### src/rtl/sha256_pkg.sv
// ---------------------------------------------------------------------------
// SHA-256 package
// Shared types, constants and round functions for the stream hasher.
// ---------------------------------------------------------------------------
package sha256_pkg;

    typedef struct packed {
        logic [7:0] data_byte;
        logic       byte_present;
        logic       end_of_message;
    } in_item_t;

    typedef struct packed {
        logic [31:0] digest_word;
        logic [2:0]  word_index;
        logic        last_word;
    } out_item_t;

    // Front-to-back work queue entry: one full 512-bit block.
    typedef struct packed {
        logic [511:0] block;
        logic         final_blk;
    } blk_item_t;

    localparam logic [7:0] PAD_BYTE   = 8'h80;
    localparam int         LENGTH_POS = 56;

    typedef enum logic [1:0] {
        BK_IDLE,
        BK_ROUND,
        BK_ADD,
        BK_EMIT
    } bk_state_t;

    typedef enum logic [1:0] {
        FR_TAKE,
        FR_PAD2
    } fr_state_t;

    localparam logic [31:0] INIT_H [8] = '{
        32'h6a09e667, 32'hbb67ae85, 32'h3c6ef372, 32'ha54ff53a,
        32'h510e527f, 32'h9b05688c, 32'h1f83d9ab, 32'h5be0cd19
    };

    localparam logic [31:0] ROUND_K [64] = '{
        32'h428a2f98, 32'h71374491, 32'hb5c0fbcf, 32'he9b5dba5,
        32'h3956c25b, 32'h59f111f1, 32'h923f82a4, 32'hab1c5ed5,
        32'hd807aa98, 32'h12835b01, 32'h243185be, 32'h550c7dc3,
        32'h72be5d74, 32'h80deb1fe, 32'h9bdc06a7, 32'hc19bf174,
        32'he49b69c1, 32'hefbe4786, 32'h0fc19dc6, 32'h240ca1cc,
        32'h2de92c6f, 32'h4a7484aa, 32'h5cb0a9dc, 32'h76f988da,
        32'h983e5152, 32'ha831c66d, 32'hb00327c8, 32'hbf597fc7,
        32'hc6e00bf3, 32'hd5a79147, 32'h06ca6351, 32'h14292967,
        32'h27b70a85, 32'h2e1b2138, 32'h4d2c6dfc, 32'h53380d13,
        32'h650a7354, 32'h766a0abb, 32'h81c2c92e, 32'h92722c85,
        32'ha2bfe8a1, 32'ha81a664b, 32'hc24b8b70, 32'hc76c51a3,
        32'hd192e819, 32'hd6990624, 32'hf40e3585, 32'h106aa070,
        32'h19a4c116, 32'h1e376c08, 32'h2748774c, 32'h34b0bcb5,
        32'h391c0cb3, 32'h4ed8aa4a, 32'h5b9cca4f, 32'h682e6ff3,
        32'h748f82ee, 32'h78a5636f, 32'h84c87814, 32'h8cc70208,
        32'h90befffa, 32'ha4506ceb, 32'hbef9a3f7, 32'hc67178f2
    };

    function automatic logic [31:0] rotr(input logic [31:0] x, input int n);
        rotr = (x >> n) | (x << (32 - n));
    endfunction

endpackage

### src/rtl/sha256_queue.sv
// ---------------------------------------------------------------------------
// SHA-256 block queue
// Two-entry FIFO of blocks between the front end and the compressor.
// ---------------------------------------------------------------------------
module sha256_queue
    import sha256_pkg::*;
(
    input  logic      clk,
    input  logic      rst_n,
    input  logic      push,
    input  blk_item_t push_data,
    output logic      full,
    input  logic      pop,
    output logic      not_empty,
    output blk_item_t head
);

    blk_item_t  mem_reg [2];
    logic       wp_reg, rp_reg;
    logic [1:0] cnt_reg;

    assign full      = cnt_reg == 2'd2;
    assign not_empty = cnt_reg != 2'd0;
    assign head      = mem_reg[rp_reg];

    always_ff @(posedge clk or negedge rst_n)
    begin
        if (!rst_n)
        begin
            wp_reg  <= 1'b0;
            rp_reg  <= 1'b0;
            cnt_reg <= '0;
        end
        else
        begin
            if (push)
                wp_reg <= ~wp_reg;
            if (pop)
                rp_reg <= ~rp_reg;
            cnt_reg <= cnt_reg + {1'b0, push} - {1'b0, pop};
        end
    end

    always_ff @(posedge clk)
    begin
        if (push)
            mem_reg[wp_reg] <= push_data;
    end

endmodule

### config.mk
export PLATFORM = sky130hd
export DESIGN_NAME = sha256_queue
export DESIGN_NICKNAME = d
export VERILOG_FILES = /design/src/rtl/sha256_pkg.sv /design/src/rtl/sha256_queue.sv
export SDC_FILE = /design/constraint.sdc
export NUM_CORES = 1
export LEC_CHECK = 0
export BUFFER_PORTS_ARGS = -buffer_cell sky130_fd_sc_hd__buf_2
export CAP_MARGIN = 20
export CORE_AREA = 2 2 400 402
export DETAILED_ROUTE_END_ITERATION = 10
export DIE_AREA = 0 0 402 404
export HOLD_SLACK_MARGIN = 0.06
export PLACE_DENSITY_LB_ADDON = 0.2
export SLEW_MARGIN = 20
export SYNTH_ARGS = -nofsm -noshare
export SYNTH_HDL_FRONTEND = slang
export SYNTH_SLANG_ARGS = --single-unit
export TNS_END_PERCENT = 5
### constraint.sdc
create_clock -name clk -period 33.6 [get_ports clk]
set_input_delay 3.36 -clock clk [delete_from_list [all_inputs] [get_ports clk]]
set_output_delay 3.36 -clock clk [all_outputs]
set_load 0.02 [all_outputs]
# After elaboration in Yosys (flattened, before gate mapping)
# Memories as Yosys holds them, arrays and structs flattened.
# Index checks and enable logic that the tools add are counted.
# totals
regBits	4
in_bits	517
mem_bits_rw	1026
output_inout_bits	515
word_cells	12
memories	1
# memory_table
name	words	width	rd	rd_clocked_by_memory_dff	write_ports	line_no	text
mem_reg	2	513	1	0	1	sha256_queue.sv:18	blk_item_t mem_reg [2];
# classes
eq_ne	1
bitwise	2
reduce_logical	1
addsub	2
muxes	2
# op_table
operator	n
adder 2 x 1 -> 2 bit	1
equality test 2 bit, second input constant	1
2-to-1 mux 1 bit	2
NOT 1 bit	2
nonzero test 2 bit	1
subtractor 2 x 1 -> 2 bit	1

# Depth between registers and ports, before layout
# logic_depth
ltp_word	2
depth_mapped	5
mapped_depth_nobuf	5

# Worst setup path after synthesis
# OpenSTA, ideal clock, no wires.
# synth_path
path_kind	input to register
start	input push
end	memory mem_reg[0][0] in the netlist's numbering, enable pin
stages	1
setup_slack_ns	6.784
required_time_ns	32.137
arrival_time_ns	25.353
n_path_buf	0
setup_time_ns	1.463
cell_sequence	nor2b_1
# synth_between
elab_chain_cells	2
# synth_rtl
item	line_no	text
from (decl)	sha256_queue.sv:10	input logic push,
2-to-1 mux 1 bit	sha256_queue.sv:46	if (push)
2-to-1 mux 1 bit (not written as such)	sha256_queue.sv:47	mem_reg[wp_reg] <= push_data;
to (decl)	sha256_queue.sv:18	
# No other way between the ends.

==> summary.md <==
| Metric | Value |
|---|---|
| RSZ-0062 raised after global routing | `false` |
| Post-route ant nets | `0` |
| Avg Cell Area, Syn | `roughly 24 um2` |
| Register area | `about 0.031 mm2` |
| Vias in the first global route | `~20000` |
| LEAKAGE | `19.66 nW` |
| Setup TNS | `0 ns` |
| Xor/xnor share of the synthesized area | `0.1052%` |
| Wire length per cell | `about 22 um` |
| Top cells by area, synth | `edfxtp_1 79%, mux2_4 18%, mux2_2 1.5%, buf_8 1.1%, buf_6 0.63%` |
| Worst-path clk slew | `~0.060 ns` |
| Setup Crit Path Kind | `reg2out` |
| Startpoint types | `flop` |
| Mux contribution to synthesized area | `between 10% and 20%` |
| CTS tree | `built` |
| Core Rows | `~150` |
| Status | `finished, final reports clean` |
| R2r worst-path depth | `6` |
| Cell Area, Synth | `0.03924 mm2` |
| Critical Path End Type | `primary output` |
| First-pass GRT wire length | `roughly 150000 um` |
| Core Util, Final | `between 30% and 40%` |
| Fillcell total | `~16000` |
| Yosys top cell area share | `78.53%` |
| Peak Freq | `about 0.12 GHz` |
| Area grow syn2layout | `27.80%` |
| Post-CTS Setup Repair Bufs | `0` |
| Met1 wire length | `41350 um` |
| Core ar. | `approximately 0.16 mm2` |
| Final net count | `roughly 3200` |
| I/O Pins | `roughly 1000` |
| Syn Inst Count | `between 1500 and 2000` |
| Register bit total from synthesis | `1030` |
| Largest net degree at the start of global routing | `between 100 and 150` |
| Die area | `roughly 0.16 mm2` |
| Crit-path slowest cell | `dfrtp_4` |
| Worst hold path class | `reg2reg` |
| Primary FF master, synth | `edfxtp_1` |
| Yosys warns | `0` |
| Die width | `around 400 um` |
| Area leader, netlist | `edfxtp_1` |
| Simple-gate portion of the synthesized area | `0.06378%` |
| Main combinational cell family by area after synthesis | `multiplexers` |
| Vias | `19594` |
| Switching share of power | `about a third` |
| Clock Skew | `0.05705 ns` |
| EDFF count, synth | `approximately 1000` |
| Critical path depth | `5` |
| Overflow after GRT | `0` |
| Antenna violations before repair | `between 70 and 80` |
| Minimum setup slack among reg-to-reg paths | `~29 ns` |
| Largest register FFs | `about 1000` |
| Hold wc startpoint | `wp_reg` |
| CP Data Arrival Time | `around 4.7 ns` |
| Initial core utilization | `between 20% and 30%` |
| Final hold viol count | `0` |
| Number of vias per cell | `between 3 and 4` |
| Part of the cycle the worst path needs | `between 20 and 25%` |
| H-Tree Depth | `3` |
| Post-CTS Resized | `0` |
| Buffers & Inverters on Critical Path | `4` |
| Multi-input logic area | `~0.0076 mm2` |
| Yosys cell types | `14` |
| DR pass1 iterations | `5` |
| Compound-Gate Fraction of Synth Area | `0%` |
| Ys async rst share | `0.3883%` |
| Post-CTS Hold Fix Bufs | `0` |
| Register share of total power | `39.0%` |
| Drt first-iter violations | `just over 1000` |
| Slew Limit Fails | `0` |
| CP Cell Sequence | `buf_12 > buf_4 > buf_4 > mux2_2 > buf_2` |
| Worst r2r dst | `mem_reg[0][367]` |
| GRT Util Overall | `between 10% and 20%` |
| Adder-Cell Fraction of Synth Area | `less than 1%` |
| Sequential share of the synthesized area | `about four fifths` |
| CTS Root Cell | `clkbuf_16` |
| DP HPWL | `80450 um` |
| RR Startpoint | `wp_reg` |
| Uppermost layer routed | `met5` |
| Met2 Routed Length | `53950 um` |
| DR DRC count | `0` |
| CP max FO | `93` |
| Drt total wl | `110600 um` |
| Worst Path Required | `between 30 and 40 ns` |
| Most numerous cell in the Yosys netlist | `edfxtp_1` |
| Met3 WL | `11980 um` |
| Peak supply drop | `about 0.000057 V` |
| Combinational share of power | `between 30% and 40%` |
| Input/output buffers | `slightly above 1000` |
| Most frequent cells after synthesis | `1026 x edfxtp_1, 460 x mux2_4, 53 x mux2_2, 30 x buf_8, 22 x buf_6` |
| Cts bufs inserted | `approximately 110` |
| Worst skew pair latency | `~0.73 ns` |
| Crit path top cell by count | `buf_4` |
| Clk pwr share | `about 26%` |
| Hold EP | `wp_reg` |
| Slew margin rel. | `between 20 and 30%` |
| MaxCap Viol Count | `0` |
| Chip Height | `404 um` |
| Final setup viols | `0` |
| GP Congestion | `roughly 0.82` |
| Delay-heaviest family, CP | `buffers and inverters` |
| Worst path max stage delay | `roughly 1.0 ns` |
| Syn Nets | `~2100` |
| CTS sink cnt | `1030` |
| Min-Delay Path Depth | `1` |
| NetSw | `approximately 1.5 mW` |
| Cell area power density | `between 90 and 100 mW/mm2` |
| Share of layout cells above drive strength 1 | `roughly 60%` |
| Slew @ Worst Pin | `about 1.1 ns` |
| Min cycle time layout | `roughly 8.1 ns` |
| Clk buf depth | `3` |
| Internal power | `~3.0 mW` |
==> layout make-up <==
type	instances	area share, %
sequential	1030	61.65
multi-input combinational	522	15.17
timing repair buffer	1054	10.74
clock buffer	136	5.896
tap	2072	5.170
clock inverter	75	1.228
antenna	26	0.1298
inverter	2	0.01497
==> cells by family after synthesis <==
kind of cell	count (synthesis)
adder cells (fa/ha/maj)	2
XOR/XNOR	3
flip-flops	1030
AND/OR/NAND/NOR	4
buffers and inverters	59
multiplexers	513
==> placed cells by master, fill, tap and decap left out <==
cell type	n
and2_4	1
buf_12	4
buf_2	1031
buf_4	18
buf_6	1
bufinv_16	7
clkbuf_1	21
clkbuf_16	115
clkinv_1	38
clkinv_16	4
clkinv_2	22
clkinv_4	1
clkinvlp_4	2
dfrtp_1	3
dfrtp_4	1
diode_2	26
edfxtp_1	1026
ha_1	2
inv_1	2
inv_6	1
mux2_2	53
mux2_4	460
nor2b_1	1
nor2b_4	1
or2_2	1
xor2_1	2
xor3_1	1
==> per-stage QoR <==
step	hold WS (ns)	std cells	power, mW	setup slack (ns)	area [um2]
after detailed placement	0.5345	4680	3.438	25.53	46500
final	0.5490	4917	4.556	25.51	50140
after floorplan	0.4555	1611	3.131	6.784	39240
after global routing	0.5577	4908	4.756	25.22	50120
after global placement	0.5346	4680	3.441	25.48	46500
after CTS	0.5460	4891	4.644	25.30	50080
==> per-layer routing <==
| layer | global-route usage (%) | vias to the layer above |
|---|---|---|
| li1 | - | 8748 |
| met1 | 14.11 | 9783 |
| met2 | 21.81 | 772 |
| met3 | 6.635 | 235 |
| met4 | 4.518 | 56 |
| met5 | 0.5055 | - |
==> worst max-delay path by stage <==
stage,start,endpoint,slack (ns)
3_3_place_gp,push,mem_reg[0][375],25.48
2_1_floorplan,push,mem_reg[0][0],6.78
4_1_cts,rp_reg,head[1],25.30
6_report,rp_reg,head[1],25.51
5_1_grt,rp_reg,head[509],25.22
3_5_place_dp,push,mem_reg[0][375],25.53
==> power groups by stage <==
stage / Sequential, mW / Clock, mW / Combinational, mW
finish: 1.78 / 1.18 / 1.60
global placement: 1.80 / 0 / 1.64
detailed placement: 1.80 / 0 / 1.63
CTS: 1.78 / 1.23 / 1.64
floorplan: 1.98 / 0 / 1.16
global route: 1.80 / 1.27 / 1.69
Power figures use the tool's default switching activity.
