===== config.mk =====
export PLATFORM = sky130hd
export DESIGN_NAME = sha256_back
export DESIGN_NICKNAME = d
export VERILOG_FILES = /design/src/rtl/sha256_pkg.sv /design/src/rtl/sha256_back.sv
export SDC_FILE = /design/constraint.sdc
export NUM_CORES = 2
export LEC_CHECK = 0
export ABC_AREA = 0
export BUFFER_PORTS_ARGS = -buffer_cell sky130_fd_sc_hd__buf_2
export CORE_MARGIN = 2
export CORE_UTILIZATION = 54
export DETAILED_ROUTE_END_ITERATION = 6
export PLACE_DENSITY_LB_ADDON = 0.12
export REMOVE_ABC_BUFFERS = 1
export SLEW_MARGIN = 20
export SYNTH_ARGS = -nofsm -noshare
export SYNTH_HDL_FRONTEND = slang
export SYNTH_SLANG_ARGS = --single-unit

===== constraint.sdc =====
create_clock -name clk -period 21.1 [get_ports clk]
set_input_delay 2.11 -clock clk [delete_from_list [all_inputs] [get_ports clk]]
set_output_delay 2.11 -clock clk [all_outputs]
set_load 0.01 [all_outputs]

===== src/rtl/sha256_pkg.sv =====
// ---------------------------------------------------------------------------
// SHA-256 package
// Shared types, constants and round functions for the stream hasher.
// ---------------------------------------------------------------------------
package sha256_pkg;

    typedef struct packed {
        logic [7:0] data_byte;
        logic       byte_present;
        logic       end_of_message;
    } in_item_t;

    typedef struct packed {
        logic [31:0] digest_word;
        logic [2:0]  word_index;
        logic        last_word;
    } out_item_t;

    // Front-to-back work queue entry: one full 512-bit block.
    typedef struct packed {
        logic [511:0] block;
        logic         final_blk;
    } blk_item_t;

    localparam logic [7:0] PAD_BYTE   = 8'h80;
    localparam int         LENGTH_POS = 56;

    typedef enum logic [1:0] {
        BK_IDLE,
        BK_ROUND,
        BK_ADD,
        BK_EMIT
    } bk_state_t;

    typedef enum logic [1:0] {
        FR_TAKE,
        FR_PAD2
    } fr_state_t;

    localparam logic [31:0] INIT_H [8] = '{
        32'h6a09e667, 32'hbb67ae85, 32'h3c6ef372, 32'ha54ff53a,
        32'h510e527f, 32'h9b05688c, 32'h1f83d9ab, 32'h5be0cd19
    };

    localparam logic [31:0] ROUND_K [64] = '{
        32'h428a2f98, 32'h71374491, 32'hb5c0fbcf, 32'he9b5dba5,
        32'h3956c25b, 32'h59f111f1, 32'h923f82a4, 32'hab1c5ed5,
        32'hd807aa98, 32'h12835b01, 32'h243185be, 32'h550c7dc3,
        32'h72be5d74, 32'h80deb1fe, 32'h9bdc06a7, 32'hc19bf174,
        32'he49b69c1, 32'hefbe4786, 32'h0fc19dc6, 32'h240ca1cc,
        32'h2de92c6f, 32'h4a7484aa, 32'h5cb0a9dc, 32'h76f988da,
        32'h983e5152, 32'ha831c66d, 32'hb00327c8, 32'hbf597fc7,
        32'hc6e00bf3, 32'hd5a79147, 32'h06ca6351, 32'h14292967,
        32'h27b70a85, 32'h2e1b2138, 32'h4d2c6dfc, 32'h53380d13,
        32'h650a7354, 32'h766a0abb, 32'h81c2c92e, 32'h92722c85,
        32'ha2bfe8a1, 32'ha81a664b, 32'hc24b8b70, 32'hc76c51a3,
        32'hd192e819, 32'hd6990624, 32'hf40e3585, 32'h106aa070,
        32'h19a4c116, 32'h1e376c08, 32'h2748774c, 32'h34b0bcb5,
        32'h391c0cb3, 32'h4ed8aa4a, 32'h5b9cca4f, 32'h682e6ff3,
        32'h748f82ee, 32'h78a5636f, 32'h84c87814, 32'h8cc70208,
        32'h90befffa, 32'ha4506ceb, 32'hbef9a3f7, 32'hc67178f2
    };

    function automatic logic [31:0] rotr(input logic [31:0] x, input int n);
        rotr = (x >> n) | (x << (32 - n));
    endfunction

endpackage


===== src/rtl/sha256_back.sv =====
// ---------------------------------------------------------------------------
// SHA-256 compressor
// One round per cycle, rolling 16-word schedule, digest word emitter.
// ---------------------------------------------------------------------------
module sha256_back
    import sha256_pkg::*;
(
    input  logic      clk,
    input  logic      rst_n,
    input  logic      q_not_empty,
    input  blk_item_t q_head,
    output logic      pop,
    output logic      out_valid,
    input  logic      out_stall,
    output out_item_t out_data
);

    bk_state_t    state_reg, state_next;
    logic [31:0]  h_reg [8];
    logic [31:0]  v_reg [8];
    logic [31:0]  w_reg [16];
    logic [5:0]   t_reg;
    logic [2:0]   idx_reg;
    logic         fin_reg;
    logic [31:0]  s0, s1, ch, mj, t1, t2, wn, wt;

    always_comb
    begin
        wt = w_reg[0];
        s1 = rotr(v_reg[4], 6) ^ rotr(v_reg[4], 11) ^ rotr(v_reg[4], 25);
        ch = (v_reg[4] & v_reg[5]) ^ (~v_reg[4] & v_reg[6]);
        t1 = v_reg[7] + s1 + ch + ROUND_K[t_reg] + wt;
        s0 = rotr(v_reg[0], 2) ^ rotr(v_reg[0], 13) ^ rotr(v_reg[0], 22);
        mj = (v_reg[0] & v_reg[1]) ^ (v_reg[0] & v_reg[2]) ^ (v_reg[1] & v_reg[2]);
        t2 = s0 + mj;
        wn = (rotr(w_reg[14], 17) ^ rotr(w_reg[14], 19) ^ (w_reg[14] >> 10))
           + w_reg[9]
           + (rotr(w_reg[1], 7) ^ rotr(w_reg[1], 18) ^ (w_reg[1] >> 3))
           + w_reg[0];
    end

    always_comb
    begin
        state_next = state_reg;
        pop        = 1'b0;
        out_valid  = state_reg == BK_EMIT;
        out_data   = '{digest_word: h_reg[idx_reg], word_index: idx_reg,
                       last_word: idx_reg == 3'd7};
        case (state_reg)
            BK_IDLE:
                if (q_not_empty)
                begin
                    pop        = 1'b1;
                    state_next = BK_ROUND;
                end
            BK_ROUND:
                if (t_reg == 6'd63)
                    state_next = BK_ADD;
            BK_ADD:
                state_next = fin_reg ? BK_EMIT : BK_IDLE;
            BK_EMIT:
                if (!out_stall && idx_reg == 3'd7)
                    state_next = BK_IDLE;
            default: state_next = BK_IDLE;
        endcase
    end

    always_ff @(posedge clk or negedge rst_n)
    begin
        if (!rst_n)
        begin
            state_reg <= BK_IDLE;
            t_reg     <= '0;
            idx_reg   <= '0;
            fin_reg   <= 1'b0;
            for (int i = 0; i < 8; i++)
                h_reg[i] <= INIT_H[i];
        end
        else
        begin
            state_reg <= state_next;
            case (state_reg)
                BK_IDLE:
                begin
                    t_reg <= '0;
                    if (pop)
                        fin_reg <= q_head.final_blk;
                end
                BK_ROUND: t_reg <= t_reg + 6'd1;
                BK_ADD:
                begin
                    idx_reg <= '0;
                    for (int i = 0; i < 8; i++)
                        h_reg[i] <= h_reg[i] + v_reg[i];
                end
                BK_EMIT:
                    if (!out_stall)
                    begin
                        idx_reg <= idx_reg + 3'd1;
                        if (idx_reg == 3'd7)
                            for (int i = 0; i < 8; i++)
                                h_reg[i] <= INIT_H[i];
                    end
                default: ;
            endcase
        end
    end

    always_ff @(posedge clk)
    begin
        if (state_reg == BK_IDLE && pop)
        begin
            for (int i = 0; i < 16; i++)
                w_reg[i] <= q_head.block[511 - 32*i -: 32];
            for (int i = 0; i < 8; i++)
                v_reg[i] <= h_reg[i];
        end
        else if (state_reg == BK_ROUND)
        begin
            for (int i = 0; i < 15; i++)
                w_reg[i] <= w_reg[i+1];
            w_reg[15] <= wn;
            v_reg[7] <= v_reg[6];
            v_reg[6] <= v_reg[5];
            v_reg[5] <= v_reg[4];
            v_reg[4] <= v_reg[3] + t1;
            v_reg[3] <= v_reg[2];
            v_reg[2] <= v_reg[1];
            v_reg[1] <= v_reg[0];
            v_reg[0] <= t1 + t2;
        end
    end

endmodule


Word level (Yosys, flattened, before mapping)
Memory sizes are Yosys's and may differ from the RTL's. Cells that the tools add are included.

Register bits: 268. RAM bits: 768. Bits in read-only memories: 2048. Input bits: 517. Output and inout bits: 38. Word-level logic and storage cells: 157. Memories: 3.

Memory list: (name not given) (depth 64, width 32, rd ports 1, clocked after memory_dff 0, wr ports 0, line sha256_back.sv:32) `t1 = v_reg[7] + s1 + ch + ROUND_K[t_reg] + wt;`; w_reg (depth 16, width 32, rd ports 16, clocked after memory_dff 0, wr ports 16, line sha256_back.sv:21) `logic [31:0] w_reg [16];`; v_reg (depth 8, width 32, rd ports 8, clocked after memory_dff 0, wr ports 8, line sha256_back.sv:20) `logic [31:0] v_reg [8];`.

Add/subtract/negate cells: 20. $lt $le $gt $ge: 2. Equal/unequal tests: 10. Muxes and demuxes: 47. Bitwise gates (word level): 53. Reduce and logical (&&, ||, !) cells: 10.

Operators by type and width (count): $mux 32 (28); $add 32x32->32 (18); $mux 256 (2); $pmux 256 s2 (1); $xor 32x32->32 (9); $and 32x32->32 (5); $bmux 32 s3 (1); $not 32->32 (1); $or 10x32->32 (1); $or 13x32->32 (1); $or 14x32->32 (1); $or 15x32->32 (1); $or 19x32->32 (1); $or 21x32->32 (1); $or 25x32->32 (1); $or 26x32->32 (1); $or 30x32->32 (1); $or 7x32->32 (1); $xor 32x22->32 (1); $xor 32x29->32 (1); $or 1x1->1 (24); $pmux 6 s2 (1); $mux 2 (4); $pmux 2 s4 (1); other kinds (21) (35).

Logic depth before layout (Yosys ltp)
An unclocked memory read counts as a cell.

Depth in word-level cells: 10. Gate-level depth with buffers: 42. Gate-level depth less buffers: 41.

Worst setup path after synthesis
No wires, ideal clock.

Path kind: input-to-reg. From: in q_not_empty. To: reg state_reg[0]. Setup time: 104 ps. Arrival: 13013 ps. Data required time: 20996 ps. Setup slack: 7982 ps. Cell stages on the path: 6. Buffers on the path: 2. Path through: nor3b_1 clkbuf_1 clkbuf_1 or2_2 o21ai_0 nand2_1.

Cells in the longest elaborated chain, start to end: 2.

RTL lines: from (decl) (line sha256_back.sv:10) `input logic q_not_empty,`; $ne 2x2->1 (no line); $reduce_and 3->1 (no line); to (signal assigned) (line sha256_back.sv:81) `state_reg <= state_next;`; to (decl) (line sha256_back.sv:18) `bk_state_t state_reg, state_next;`.

No other way between the ends. A chain may end at the register's enable or synchronous reset.

==> summary.md <==
| Metric | Value |
|---|---|
| Vias per inst | `6.07` |
| Synthesized instance count | `7453` |
| Core area | `131000 sq um` |
| Post-CTS Hold Fix Bufs | `0` |
| Via count | `58900` |
| Hold Path Class | `register to register` |
| Vias in the first global route | `55700` |
| Die width | `367 um` |
| Status | `finished clean` |
| Finished Layout Cells | `9703` |
| CTS tree | `built` |
| Post-CTS Resized | `0` |
| Detailed Route Iter0 Violations | `6277` |
| Worst hold stages | `2` |
| Reg-to-reg critical path startpoint | `t_reg[0]` |
| Wire per inst | `25.9 um` |
| FF/Latch Area | `30000 sq um` |
| Tot GR Track Use | `36.4%` |
| Final GP Congestion | `0.978` |
| CP Launch Type | `register` |
| Reg clk slew, reported paths | `60 ps` |
| Initial Util | `54.3%` |
| Slew Limit Fails | `0` |
| DIE AREA | `135000 sq um` |
| DP Wirelength | `190000 um` |
| Ratio of cells with drive above 1 in the final layout | `15.8%` |
| Root buffer cell | `clkbuf_16` |
| CP endpoint kind | `register` |
| Post-synth EDFFs | `768` |
| Worst path arrival time | `10580 ps` |
| Fin. Hold Viols | `0` |
| Area leader, netlist | `edfxtp_1` |
| YS warnings | `0` |
| Post-synth top area share | `32.3%` |
| Syn_area_per_cell | `9.57 sq um` |
| Post-synth cell types | `98` |
| Post-CTS setup repair buffer count | `0` |
| Max cap viols | `0` |
| Maximum net fanout on the critical path | `34` |
| Internal reg-to-reg setup slack | `11010 ps` |
| Post-synth top flop | `edfxtp_1` |
| Slowest stage cell, crit path | `fa_1` |
| Largest net degree at the start of global routing | `172` |
| CTS Sinks | `1036` |
| Row count | `133` |
| Crit path time final | `10090 ps` |
| Tightest Pin Transition | `1230 ps` |
| # DRC | `0` |
| Total grt overflow | `0` |
| Area contributors post-synth | `edfxtp_1 32%, nand2_1 11%, ha_1 6.9%, fa_1 5.5%, dfstp_2 5.0%` |
| Crit Path Class | `register to register` |
| Initial antenna violation count | `53` |
| Hold EP | `w_reg[0][96]` |
| RSZ-0062 raised after global routing | `no` |
| Fillers | `11300` |
| Multi-input gate area | `39000 sq um` |
| Max reg flops | `512` |
| Final setup vio count | `0` |
| Synth Register Bits | `1036` |
| Global-route wire length before repair | `367000 um` |
| Synthesized area | `71300 sq um` |
| Register area share after synthesis | `42.0%` |
| Area Overhead vs Synth | `11.5%` |
| Die Span Y | `367 um` |
| Post-synth ARST share | `25.9%` |
| Worst slew margin | `17.1%` |
| Drt total wl | `251000 um` |
| Worst path required time | `21590 ps` |
| Achievable Freq | `99.1 MHz` |
| CP peak stage delay | `530 ps` |
| Layout Skew | `88.5 ps` |
| Cells after DPL | `9458` |
| # H-tree levels | `3` |
| Fin nets | `8926` |
| IO buf count | `554` |
| Antenna Violating Nets Remaining | `0` |
| Clk buf depth | `3` |
| Reg2reg path depth | `39` |
| Reg2reg end | `v_reg[0][31]` |
| Num CTS Buffers | `116` |
| IO Pins | `555` |
| Hold path startpoint | `w_reg[0][128]` |
| Clock latency on the worst-skew pair | `810 ps` |
| Period utilization | `47.8%` |
| DR pass1 iterations | `6` |
| Final Hold Slack | `501 ps` |
## worst max-delay path, delay by kind of cell, from the launching register on
kind                       cells  cell delay, ps
AOI/OAI and AO/OA             15            3010
buffers and inverters          6            1220
and+or+nand+nor                7            1350
DFF                            1             320
xor gates and xnor gates       3             490
adders and majority gates      7            2930
muxes                          1             500
## cell usage after synthesis (all sizes together) (21+ instances only)
library cell / number
nand2: 2048
edfxtp: 768
a21oi: 467
o21ai: 422
ha: 392
xnor2: 366
clkbuf: 345
nor2: 326
inv: 272
xor2: 206
fa: 195
mux2: 184
a21o: 169
dfstp: 136
dfrtp: 132
mux4: 74
nand3: 61
nand2b: 59
nor3: 59
nor2b: 52
o21a: 50
a211oi: 49
o21bai: 48
a31oi: 42
o31ai: 38
buf: 33
or3: 30
o211ai: 28
and3: 26
mux2i: 26
nand4: 26
maj3: 21
## logic make-up after synthesis
group                      count (synthesis)  share of synthesized area, %
AOI/OAI and AO/OA                       1537                          13.5
xor gates and xnor gates                 572                          7.02
adders and majority gates                608                          12.6
buffers and inverters                    651                          3.47
DFF                                     1036                          42.0
muxes                                    284                          5.60
and+or+nand+nor                         2765                          15.8
## metal layers
| metal | vias to the layer above | part of all wire [%] | GRT usage [%] | routed length, um |
|---|---|---|---|---|
| met5 | - | 0.13 | 0 | 335 |
| met4 | 50 | 4.7 | 15.0 | 11700 |
| met3 | 542 | 8.4 | 6.93 | 21000 |
| met2 | 2632 | 46 | 57.1 | 115000 |
| met1 | 28900 | 41 | 49.6 | 103000 |
| li1 | 26800 | - | - | - |
## worst max-delay path by stage
stage                startpoint            to  slack, ps  cells after the start
floorplan           q_not_empty  state_reg[0]      -5240                      4
global placement       t_reg[0]  v_reg[0][31]      11330                     39
detailed placement     t_reg[0]  v_reg[0][31]      11170                     39
CTS                    t_reg[0]  v_reg[0][31]      11170                     39
global route           t_reg[0]  v_reg[0][31]      10570                     39
finish                 t_reg[0]  v_reg[0][31]      11010                     39
## final cells by class
type / count / share of cell area [%]
diodes: 22 / 0.0692
repair buffers: 629 / 4.28
clock inverters: 61 / 0.958
well taps: 1755 / 2.76
inverters: 273 / 1.31
flip-flops and latches: 1036 / 37.6
clock buffers: 161 / 4.00
multi-input cells: 5766 / 49.0
## placed cells by master (no fill, tap or decap), types with 25 or more instances in the layout
master / Yosys / routed
nand2_1: 2048 / 2046
edfxtp_1: 768 / 768
buf_2: 0 / 553
a21oi_1: 465 / 465
o21ai_0: 395 / 395
ha_1: 392 / 392
xnor2_1: 366 / 366
nor2_1: 326 / 325
inv_1: 271 / 269
xor2_1: 206 / 206
fa_1: 195 / 195
mux2_2: 184 / 184
a21o_1: 168 / 168
dfstp_2: 136 / 136
dfrtp_1: 132 / 126
clkbuf_16: 0 / 117
mux4_2: 74 / 74
buf_4: 1 / 70
nand3_1: 61 / 61
nor3_1: 59 / 59
nand2b_1: 59 / 58
nor2b_1: 51 / 50
o21a_1: 50 / 50
o21bai_1: 48 / 48
a211oi_1: 47 / 47
a31oi_1: 40 / 40
o31ai_1: 36 / 36
clkbuf_1: 344 / 35
o211ai_1: 28 / 28
or3_1: 28 / 28
and3_1: 26 / 26
mux2i_1: 26 / 26
nand4_1: 26 / 26
o21ai_1: 25 / 25
## metrics by stage
stage	cell area [sq um]	util [%]	setup WS (ps)	TNS, ps
2_1_floorplan	69900	-	-5240	-3795800
3_3_place_gp	75500	57.5	11330	0
3_5_place_dp	75500	57.5	11170	0
4_1_cts	79500	60.5	11170	0
5_1_grt	79600	60.6	10570	0
6_report	79600	60.6	11010	0
Power is left out: the tool's default activity adds up to more than one toggle a clock period on the data nets, which glitch-free logic cannot reach.
